## src/design/nfa_pkg.sv

```systemverilog
`default_nettype none

package nfa_pkg;

  // FU-A payload type carried in the FU indicator
  localparam logic [4:0]  FuaType      = 5'd28;
  // max_packet_size after reset
  localparam logic [15:0] MaxPktReset  = 16'd1400;
  // smallest usable packet size, leaving one payload byte per fragment
  localparam logic [15:0] MaxPktFloor  = 16'd3;
  // bytes of FU indicator plus FU header
  localparam logic [15:0] FuHdrBytes   = 16'd2;
  // result slots per request
  localparam int unsigned NumSlots     = 3;

  // Results of one input request, emitted from slot 0 upwards
  typedef struct packed {
    logic [1:0]                cnt;
    logic [NumSlots-1:0][7:0]  data;
    logic [NumSlots-1:0]       first;
    logic [NumSlots-1:0]       last;
  } res_t;

endpackage

`default_nettype wire

```

## src/design/nfa_frag_logic.sv

```systemverilog
`default_nettype none

module nfa_frag_logic
  import nfa_pkg::*;
(
  input  wire logic        clk_i,
  input  wire logic        rst_ni,
  input  wire logic [15:0] max_pkt_i,
  input  wire logic [7:0]  data_byte_i,
  input  wire logic        nal_start_i,
  input  wire logic [15:0] nal_length_i,
  input  wire logic        fire_i,
  output res_t             res_o
);

  logic [15:0] off_q,  off_d;
  logic [15:0] fill_q, fill_d;
  logic [15:0] ulen_q, ulen_d;
  logic [1:0]  pri_q,  pri_d;
  logic [4:0]  typ_q,  typ_d;

  // Fragment cutting and FU byte generation for the staged request
  always_comb begin
    logic [15:0] p;
    logic [15:0] len_eff;
    logic [7:0]  ind;
    logic        end_bit;
    logic        s_bit;
    logic        hdr_last;
    logic        dat_last;
    logic [16:0] fill_inc;

    p        = (max_pkt_i < MaxPktFloor) ? 16'd1 : (max_pkt_i - FuHdrBytes);
    len_eff  = (nal_length_i == 16'd0) ? 16'd1 : nal_length_i;
    fill_inc = {1'b0, fill_q} + 17'd1;
    ind      = '0;
    end_bit  = 1'b0;
    s_bit    = 1'b0;
    hdr_last = 1'b0;
    dat_last = 1'b0;

    res_o  = '0;
    off_d  = off_q;
    fill_d = fill_q;
    ulen_d = ulen_q;
    pri_d  = pri_q;
    typ_d  = typ_q;

    if (nal_start_i) begin
      // header byte: only its NRI and type survive
      ind      = {1'b0, data_byte_i[6:5], FuaType};
      end_bit  = (len_eff <= p);
      s_bit    = (len_eff > p);
      hdr_last = (len_eff == 16'd1) || (p == 16'd1);
      res_o.cnt      = 2'd2;
      res_o.data[0]  = ind;
      res_o.first[0] = 1'b1;
      res_o.data[1]  = {s_bit, end_bit, 1'b0, data_byte_i[4:0]};
      res_o.last[1]  = hdr_last;
      off_d  = 16'd1;
      fill_d = (p == 16'd1) ? 16'd0 : 16'd1;
      ulen_d = len_eff;
      pri_d  = data_byte_i[6:5];
      typ_d  = data_byte_i[4:0];
    end else if (off_q < ulen_q) begin
      ind      = {1'b0, pri_q, FuaType};
      end_bit  = ((ulen_q - off_q) <= p);
      dat_last = (({1'b0, off_q} + 17'd1) == {1'b0, ulen_q}) || (fill_inc >= {1'b0, p});
      if (fill_q == 16'd0) begin
        // fragment boundary: indicator, FU header, then the byte
        res_o.cnt      = 2'd3;
        res_o.data[0]  = ind;
        res_o.first[0] = 1'b1;
        res_o.data[1]  = {1'b0, end_bit, 1'b0, typ_q};
        res_o.data[2]  = data_byte_i;
        res_o.last[2]  = dat_last;
      end else begin
        res_o.cnt     = 2'd1;
        res_o.data[0] = data_byte_i;
        res_o.last[0] = dat_last;
      end
      off_d  = off_q + 16'd1;
      fill_d = (fill_inc >= {1'b0, p}) ? 16'd0 : fill_inc[15:0];
    end
  end

  // Unit tracking state
  always_ff @(posedge clk_i or negedge rst_ni) begin
    if (!rst_ni) begin
      off_q  <= '0;
      fill_q <= '0;
      ulen_q <= '0;
      pri_q  <= '0;
      typ_q  <= '0;
    end else if (fire_i) begin
      off_q  <= off_d;
      fill_q <= fill_d;
      ulen_q <= ulen_d;
      pri_q  <= pri_d;
      typ_q  <= typ_d;
    end
  end

  // Offset never runs past the unit length
  a_off_in_unit: assert property (@(posedge clk_i) disable iff (!rst_ni)
    off_q <= ulen_q)
    else $error("byte offset beyond unit length");

  // Indicator opens every multi-byte result group, and only those
  a_first_slot: assert property (@(posedge clk_i) disable iff (!rst_ni)
    (res_o.cnt != 2'd0) |-> (res_o.first[0] == (res_o.cnt != 2'd1)))
    else $error("indicator placement wrong");

  // A start request always yields exactly indicator and FU header
  a_start_cnt: assert property (@(posedge clk_i) disable iff (!rst_ni)
    nal_start_i |-> (res_o.cnt == 2'd2))
    else $error("start request result count wrong");

endmodule

`default_nettype wire

```

## src/design/nfa_out_buf.sv

```systemverilog
`default_nettype none

module nfa_out_buf
  import nfa_pkg::*;
(
  input  wire logic       clk_i,
  input  wire logic       rst_ni,
  input  wire res_t       res_i,
  input  wire logic       load_i,
  output logic            can_load_o,
  output logic            m_axis_tvalid,
  input  wire logic       m_axis_tready,
  output logic [7:0]      m_axis_tdata,  // [7:0] out_byte
  output logic [1:0]      m_axis_tuser,  // [0] packet_first, [1] run_last
  output logic            m_axis_tlast   // packet_last
);

  logic [1:0]               cnt_q, cnt_d;
  logic [NumSlots-1:0][7:0] data_q, data_d;
  logic [NumSlots-1:0]      first_q, first_d;
  logic [NumSlots-1:0]      last_q, last_d;
  logic                     take;

  assign take       = m_axis_tvalid && m_axis_tready;
  assign can_load_o = (cnt_q == 2'd0) || ((cnt_q == 2'd1) && m_axis_tready);

  // Load a fresh group or shift the emitted slot out
  always_comb begin
    cnt_d   = cnt_q;
    data_d  = data_q;
    first_d = first_q;
    last_d  = last_q;
    if (load_i) begin
      cnt_d   = res_i.cnt;
      data_d  = res_i.data;
      first_d = res_i.first;
      last_d  = res_i.last;
    end else if (take) begin
      cnt_d   = cnt_q - 2'd1;
      data_d  = {8'd0, data_q[NumSlots-1:1]};
      first_d = {1'b0, first_q[NumSlots-1:1]};
      last_d  = {1'b0, last_q[NumSlots-1:1]};
    end
  end

  always_ff @(posedge clk_i or negedge rst_ni) begin
    if (!rst_ni) begin
      cnt_q <= '0;
    end else begin
      cnt_q <= cnt_d;
    end
  end

  always_ff @(posedge clk_i) begin
    data_q  <= data_d;
    first_q <= first_d;
    last_q  <= last_d;
  end

  assign m_axis_tvalid   = (cnt_q != 2'd0);
  assign m_axis_tdata    = data_q[0];
  assign m_axis_tuser[0] = first_q[0];
  assign m_axis_tuser[1] = (cnt_q == 2'd1);
  assign m_axis_tlast    = last_q[0];

  // An indicator byte is always followed by its FU header
  a_ind_then_hdr: assert property (@(posedge clk_i) disable iff (!rst_ni)
    (m_axis_tvalid && m_axis_tuser[0]) |-> (cnt_q >= 2'd2))
    else $error("indicator without FU header");

  // Indicator never closes a fragment
  a_ind_not_last: assert property (@(posedge clk_i) disable iff (!rst_ni)
    m_axis_tvalid |-> !(m_axis_tuser[0] && m_axis_tlast))
    else $error("indicator flagged as fragment end");

  // No new group lands on top of undelivered results
  a_no_overrun: assert property (@(posedge clk_i) disable iff (!rst_ni)
    (load_i && (cnt_q != 2'd0)) |-> take)
    else $error("result group overwritten");

endmodule

`default_nettype wire

```

## src/design/nal_fu_a_fragmenter.sv

```systemverilog
`default_nettype none

// H.264 FU-A fragmenter. Each NAL unit arrives one byte per request, header
// byte first with nal_start set and the unit length alongside. The header
// byte yields the FU indicator and FU header of the first fragment; every
// max_packet_size-2 unit bytes (1 if below 3) a new indicator/header pair is
// inserted ahead of the data byte. Requests pass through an input register,
// combinational fragment logic and a three-slot result register that drains
// one byte per cycle while m_axis_tready is high. A data byte in a fragment
// yields one output byte, a header byte two, a boundary byte three. Bytes out
// of a unit are swallowed without stalling. Users must write max_packet_size
// on the cfg channel only while the stream is idle; the block does not check.
module nal_fu_a_fragmenter
  import nfa_pkg::*;
(
  input  wire logic        clk_i,
  input  wire logic        rst_ni,
  input  wire logic        cfg_valid_i,
  output logic             cfg_ready_o,
  input  wire logic [15:0] cfg_data_i,     // max_packet_size
  input  wire logic        s_axis_tvalid,
  output logic             s_axis_tready,
  input  wire logic [23:0] s_axis_tdata,   // [7:0] data_byte, [23:8] nal_length
  input  wire logic        s_axis_tuser,   // nal_start
  output logic             m_axis_tvalid,
  input  wire logic        m_axis_tready,
  output logic [7:0]       m_axis_tdata,   // [7:0] out_byte
  output logic [1:0]       m_axis_tuser,   // [0] packet_first, [1] run_last
  output logic             m_axis_tlast    // packet_last
);

  logic [15:0] max_pkt_q;
  logic        stg_vld_q;
  logic [7:0]  stg_byte_q;
  logic        stg_start_q;
  logic [15:0] stg_len_q;
  logic        stg_fire;
  logic        can_load;
  logic        s_take;
  res_t        res;

  // Configuration register
  assign cfg_ready_o = 1'b1;

  always_ff @(posedge clk_i or negedge rst_ni) begin
    if (!rst_ni) begin
      max_pkt_q <= MaxPktReset;
    end else if (cfg_valid_i) begin
      max_pkt_q <= cfg_data_i;
    end
  end

  // Input register
  assign stg_fire      = stg_vld_q && (can_load || (res.cnt == 2'd0));
  assign s_axis_tready = !stg_vld_q || stg_fire;
  assign s_take        = s_axis_tvalid && s_axis_tready;

  always_ff @(posedge clk_i or negedge rst_ni) begin
    if (!rst_ni) begin
      stg_vld_q <= 1'b0;
    end else if (s_axis_tready) begin
      stg_vld_q <= s_axis_tvalid;
    end
  end

  always_ff @(posedge clk_i) begin
    if (s_take) begin
      stg_byte_q  <= s_axis_tdata[7:0];
      stg_len_q   <= s_axis_tdata[23:8];
      stg_start_q <= s_axis_tuser;
    end
  end

  nfa_frag_logic u_frag (
    .clk_i        (clk_i),
    .rst_ni       (rst_ni),
    .max_pkt_i    (max_pkt_q),
    .data_byte_i  (stg_byte_q),
    .nal_start_i  (stg_start_q),
    .nal_length_i (stg_len_q),
    .fire_i       (stg_fire),
    .res_o        (res)
  );

  nfa_out_buf u_out (
    .clk_i         (clk_i),
    .rst_ni        (rst_ni),
    .res_i         (res),
    .load_i        (stg_fire && (res.cnt != 2'd0)),
    .can_load_o    (can_load),
    .m_axis_tvalid (m_axis_tvalid),
    .m_axis_tready (m_axis_tready),
    .m_axis_tdata  (m_axis_tdata),
    .m_axis_tuser  (m_axis_tuser),
    .m_axis_tlast  (m_axis_tlast)
  );

endmodule

`default_nettype wire

```

## config.mk

```make
export PLATFORM = sky130hd
export DESIGN_NAME = nal_fu_a_fragmenter
export DESIGN_NICKNAME = d
export VERILOG_FILES = /design/src/design/nfa_pkg.sv /design/src/design/nfa_frag_logic.sv /design/src/design/nfa_out_buf.sv /design/src/design/nal_fu_a_fragmenter.sv
export SDC_FILE = /design/constraint.sdc
export NUM_CORES = 1
export LEC_CHECK = 0
export BUFFER_PORTS_ARGS = -buffer_cell sky130_fd_sc_hd__clkbuf_2
export CORE_MARGIN = 10
export CORE_UTILIZATION = 40
export CTS_BUF_LIST = sky130_fd_sc_hd__clkbuf_4
export CTS_CLUSTER_DIAMETER = 30
export DETAILED_ROUTE_END_ITERATION = 10
export HOLD_SLACK_MARGIN = 0.1
export PLACE_DENSITY = 0.55
export SLEW_MARGIN = 20
export SYNTH_ARGS = -nofsm -noshare
export SYNTH_HDL_FRONTEND = slang
export SYNTH_SLANG_ARGS = --single-unit
export TNS_END_PERCENT = 100
```

## constraint.sdc

```tcl
create_clock -name clk_i -period 10.1 [get_ports clk_i]
set_clock_uncertainty 0.05 [all_clocks]
set_input_delay 1.515 -clock clk_i [delete_from_list [all_inputs] [get_ports clk_i]]
set_output_delay 1.515 -clock clk_i [all_outputs]
set_load 0.005 [all_outputs]
```

======== Yosys cells after proc, flatten, opt, wreduce, memory -nomap -nowiden ========
Index checks and enable logic that the tools add are counted.
cells by class
  $add $sub $neg .......................... 6
  order comparisons ....................... 6
  equal/unequal tests ..................... 4
  mux-type cells .......................... 31
  reductions and logical operators ........ 21
operators by type and width
  cell                                                                            number
  16-bit two-way mux                                                              9
  24-bit two-way mux                                                              2
  16-bit by 1-bit adder with 17-bit output (second input constant)                2
  16-bit by 1-bit equality test with 1-bit output (second input constant)         2
  16-bit <= comparator                                                            2
  16-bit zero test                                                                2
  26-bit two-way mux                                                              1
  17-bit by 16-bit equality test with 1-bit output                                1
  17-bit by 16-bit >= comparator with 1-bit output                                1
  16-bit by 1-bit adder with 16-bit output (second input constant)                1
  16-bit > comparator                                                             1
  16-bit less-than comparator                                                     1
  16-bit by 2-bit less-than comparator with 1-bit output (second input constant)  1
  8-bit two-way mux                                                               2
  16-bit subtractor                                                               1
  16-bit by 2-bit subtractor with 16-bit output (second input constant)           1
  2-bit two-way mux                                                               6
  1-bit two-way mux                                                               9
  2-bit nonzero test                                                              4
  3-bit two-way mux                                                               2
  1-bit logical AND                                                               5
  1-bit logical OR                                                                5
  2-bit zero test                                                                 2
  2-bit AND reduction                                                             2
  other kinds (3)                                                                 3
word-level totals
  register bits ........................... 127
  input port bits ......................... 46
  output and inout port bits .............. 14
  logic and storage cells ................. 84

======== Logic depth before layout (Yosys ltp) ========
  word-level depth ........................ 11
  mapped depth ............................ 19
  mapped depth without buffers ............ 19

======== By module ========
From an unflattened synthesis, not the netlist that was laid out.
unflattened totals
  cells, all modules ...................... 848
  area total of the unflattened synthesis .. 8763.4 µm²
modules (own cells, without submodules)
  module               times used  cells each  area each (µm²)
  nfa_frag_logic       1           689         5831.8
  nal_fu_a_fragmenter  1           68          1488.9
  nfa_out_buf          1           91          1442.6

======== Worst setup path after synthesis ========
OpenSTA, ideal clock, no wires.
  path kind ............................... reg-to-output
  start ................................... register u_frag.off_q[0]
  end ..................................... output port s_axis_tready
  arrival time ............................ 2185 ps
  required time ........................... 8535 ps
  path slack .............................. 6350 ps
  stages on the path, launching flop included .. 10
  path buffers ............................ 0
  path through ............................ dfrtp_1 -> ha_1 -> inv_1 -> fa_1 -> nand3_1 -> nand2_1 -> a221o_1 -> a22o_4 -> o211a_1 -> inv_1
between the ends
  cells in the longest elaborated chain, start to end .. 7
RTL lines
  item                         RTL line                   text
  start, declared              nfa_frag_logic.sv:16       logic [15:0] off_q, off_d;
  16-bit less-than comparator  nfa_frag_logic.sv:65       end else if (off_q < ulen_q) begin
  26-bit two-way mux           nfa_frag_logic.sv:65
  2-bit two-way mux            nfa_frag_logic.sv:49       if (nal_start_i) begin
  2-bit zero test              nal_fu_a_fragmenter.sv:54  assign stg_fire = stg_vld_q && (can_load || (res.cnt == 2'd0));
  1-bit logical OR             nal_fu_a_fragmenter.sv:54
  1-bit logical AND            nal_fu_a_fragmenter.sv:54
  1-bit logical OR             nal_fu_a_fragmenter.sv:55  assign s_axis_tready = !stg_vld_q || stg_fire;
  end, declared                nal_fu_a_fragmenter.sv:22  output logic s_axis_tready,
No other way between the ends.

======== Worst setup path after layout ========
Ends and elaborated chain as after synthesis.

==> metrics.txt <==
total grt overflow=0; port bufs=58; Setup violations, final=0; distinct cell type count after synthesis=71; Root Buffer=clkbuf_4; worst min path class=flip-flop to flip-flop; Area growth syn-to-layout=9.50%; Max Freq=0.212 GHz; max incr delay on CP=510 ps; vias post-DR=6181; post-synth top area cell=dfrtp_1; Top FF cell, synth=dfrtp_1; WL/cell=18.7 um; number of DRC markers in iteration 0=355; gpl congestion=0.888; First-pass DRT Iterations=5; Syn Inst Count=808; CTS Buf Count=17; largest net degree at the start of global routing=75; io pins=60; Fin Setup TNS=0 ps; Synth Warn #=0; Residual DRC=0; FP Rows=52; Routed WL=20900 um; clk slew on worst S/H paths=120 ps; Post-synth EDFFs=53; synth top area cells=dfrtp_1 21%, edfxtp_1 19%, ha_1 11%; setup repair bufs after CTS=0; relative slew slack=26.9%; ANT nets after route=0; vias in the first global route=6256; crit path launch type=flip-flop; Lkg Pwr=3.85 nW; H-tree depth=4; outcome=finished clean; critical path data arrival time=3140 ps; Fin. Hold Viols=0; Syn Std Cell Area=0.00825 mm^2; CTS Buffer Depth=2; cts hold-fix bufs=0; core area=0.0202 mm^2; Seq cells post-synth=127; Total GRT Usage=16.1%; CTS tree=done; Final Cycle Share=46.6%; pwr dens=298 mW/mm^2; # clock sinks=127; Die X-Extent=164 um; asr flop ratio synth=58.3%; fin crit period=4710 ps; syn nets=925; worst skew pair latency=560 ps; post-DP HPWL=15700 um; first-pass GRT wire length=34200 um; Post-CTS Resized=0; most used cell, CP=inv_1; WP data required=8540 ps; CP max stage cell=dfrtp_1; layout cells sized above 1=18.0%; fin. max-slew vios=0; crit path cell chain=ha_1, inv_1, fa_1, nand3_1, nand2_1, a221o_1, a22o_4, o211a_1, inv_1, clkbuf_2; sequential-to-total area share from yosys stat=41.8%; worst vdd ir=0.000141 V; max-cap violation count=0; number of vias per cell=5.52; Initial Util=40.8%; Synth top area share=20.6%; die extent in y=164 um; crit path max fanout=8; unrepaired setup endpoints after global routing=no; Setup CP Type=flip-flop to output pin; syn_area_per_cell=10.2 um^2; Cell Area, Placed=0.00866 mm^2; post-route cell area=0.00903 mm^2; worst slew pin tran=1090 ps; Crit. End Element=output pin; antenna violations before repair=1; Nets=952; Die ar.=0.0268 mm^2
[area by class of cell]
type                            count  area [um^2]
Fill cell                        1951        11200
Multi-Input combinational cell    595         4430
Sequential cell                   127         3450
Tap cell                          270          338
Timing Repair Buffer               61          319
Clock inverter                     14          229
Clock buffer                       18          135
Inverter                           33          124
Antenna cell                        1         2.50
[stage by stage]
stage / setup slack, ps / instances / power, W / hold slack (ps) / util (%)
4_1_cts: 5350 / 1118 / 0.00270 / 468 / 44.6
3_3_place_gp: 5940 / 1086 / 0.00225 / 415 / 42.8
6_report: 5390 / 1119 / 0.00269 / 462 / 44.6
2_1_floorplan: 6350 / 808 / 0.00188 / 400 / -
5_1_grt: 5190 / 1119 / 0.00292 / 505 / 44.6
3_5_place_dp: 5910 / 1086 / 0.00225 / 441 / 42.8
[placed cells by master (no fill, tap or decap), types with 8 or more instances in the layout]
cell	instances
a21o_1	14
a21oi_1	45
a221oi_1	8
a22o_1	17
a31oi_1	11
and3_1	20
clkbuf_2	57
clkbuf_4	18
dfrtp_1	68
edfxtp_1	53
ha_1	70
inv_1	33
mux2_2	35
nand2_1	58
nand2b_1	9
nand3_1	29
nand4_1	18
nor2_1	52
nor3_1	15
nor4_1	11
o21ai_0	16
o21ai_1	8
or3_1	8
xnor2_1	47
xor2_1	19
[where the power goes]
part	leakage [nW]	switching, W	internal (W)	total [W]
sequential	1.44	0.000143	0.000750	0.000893
combinational	2.22	0.000786	0.000565	0.00135
clock	0.186	0.000218	0.000229	0.000447
[per-layer routing]
metal / up-vias / global-route usage [%] / part of all wire (%)
li1: 3018 / - / -
met5: - / 0 / 0
met1: 3015 / 21.2 / 47
met2: 131 / 26.4 / 48
met4: 0 / 4.39 / 1.3
met3: 17 / 3.10 / 3.5
[state kept, by name (all words and copies together) (netlist names)]
name	cells
u_frag.typ_q	5
stg_len_q	16
u_out.cnt_q	2
stg_start_q	1
max_pkt_q	16
u_out.m_axis_tdata	8
u_frag.pri_q	2
u_frag.off_q	16
u_frag.ulen_q	16
u_out.first_q	1
stg_byte_q	8
u_frag.fill_q	16
u_out.last_q	3
u_out.data_q	16
stg_vld_q	1
[cell usage after synthesis (all sizes together), types with 21 or more instances]
master and instances:
ha 70, dfrtp 68, a21oi 45, nand3 31, buf 21, clkbuf 32, nand2 59, nor2 53
xnor2 47, mux2 35, edfxtp 53, inv 33, o21ai 25
[cells by family (layout without fill, tap and decap cells)]
kind of cell / after synthesis / after routing / share of synthesized area (%)
muxes: 35 / 35 / 4.78
buffers and inverters: 86 / 126 / 4.48
AOI/OAI and AO/OA: 167 / 167 / 14.2
and+or+nand+nor: 254 / 254 / 16.5
other: 1 / 2 / 0.0455
adders and majority gates: 71 / 71 / 10.9
DFF: 127 / 127 / 41.8
xor gates and xnor gates: 67 / 67 / 7.28
[final timing paths]
path,start,slack [ps],cells after the start,endpoint
min in group asynchronous,rst_ni,930,1,u_frag.ulen_q[15]
worst min register to register,u_frag.ulen_q[0],460,2,u_frag.ulen_q[0]
worst max-delay path,u_frag.off_q[0],5390,10,s_axis_tready
worst min-delay path,u_frag.ulen_q[0],460,2,u_frag.ulen_q[0]
worst max register to register,u_frag.off_q[2],5920,17,u_out.data_q[14]
max in group asynchronous,rst_ni,8590,1,u_frag.fill_q[3]
[worst max-delay path: cells and delay by family, from the launching register on]
family | cells | cell delay [ps]
compound gates | 3 | 1010
simple gates | 2 | 220
buf+inv | 3 | 210
fa+ha+maj | 2 | 620
flops | 1 | 510
Power figures use the tool's default switching activity.
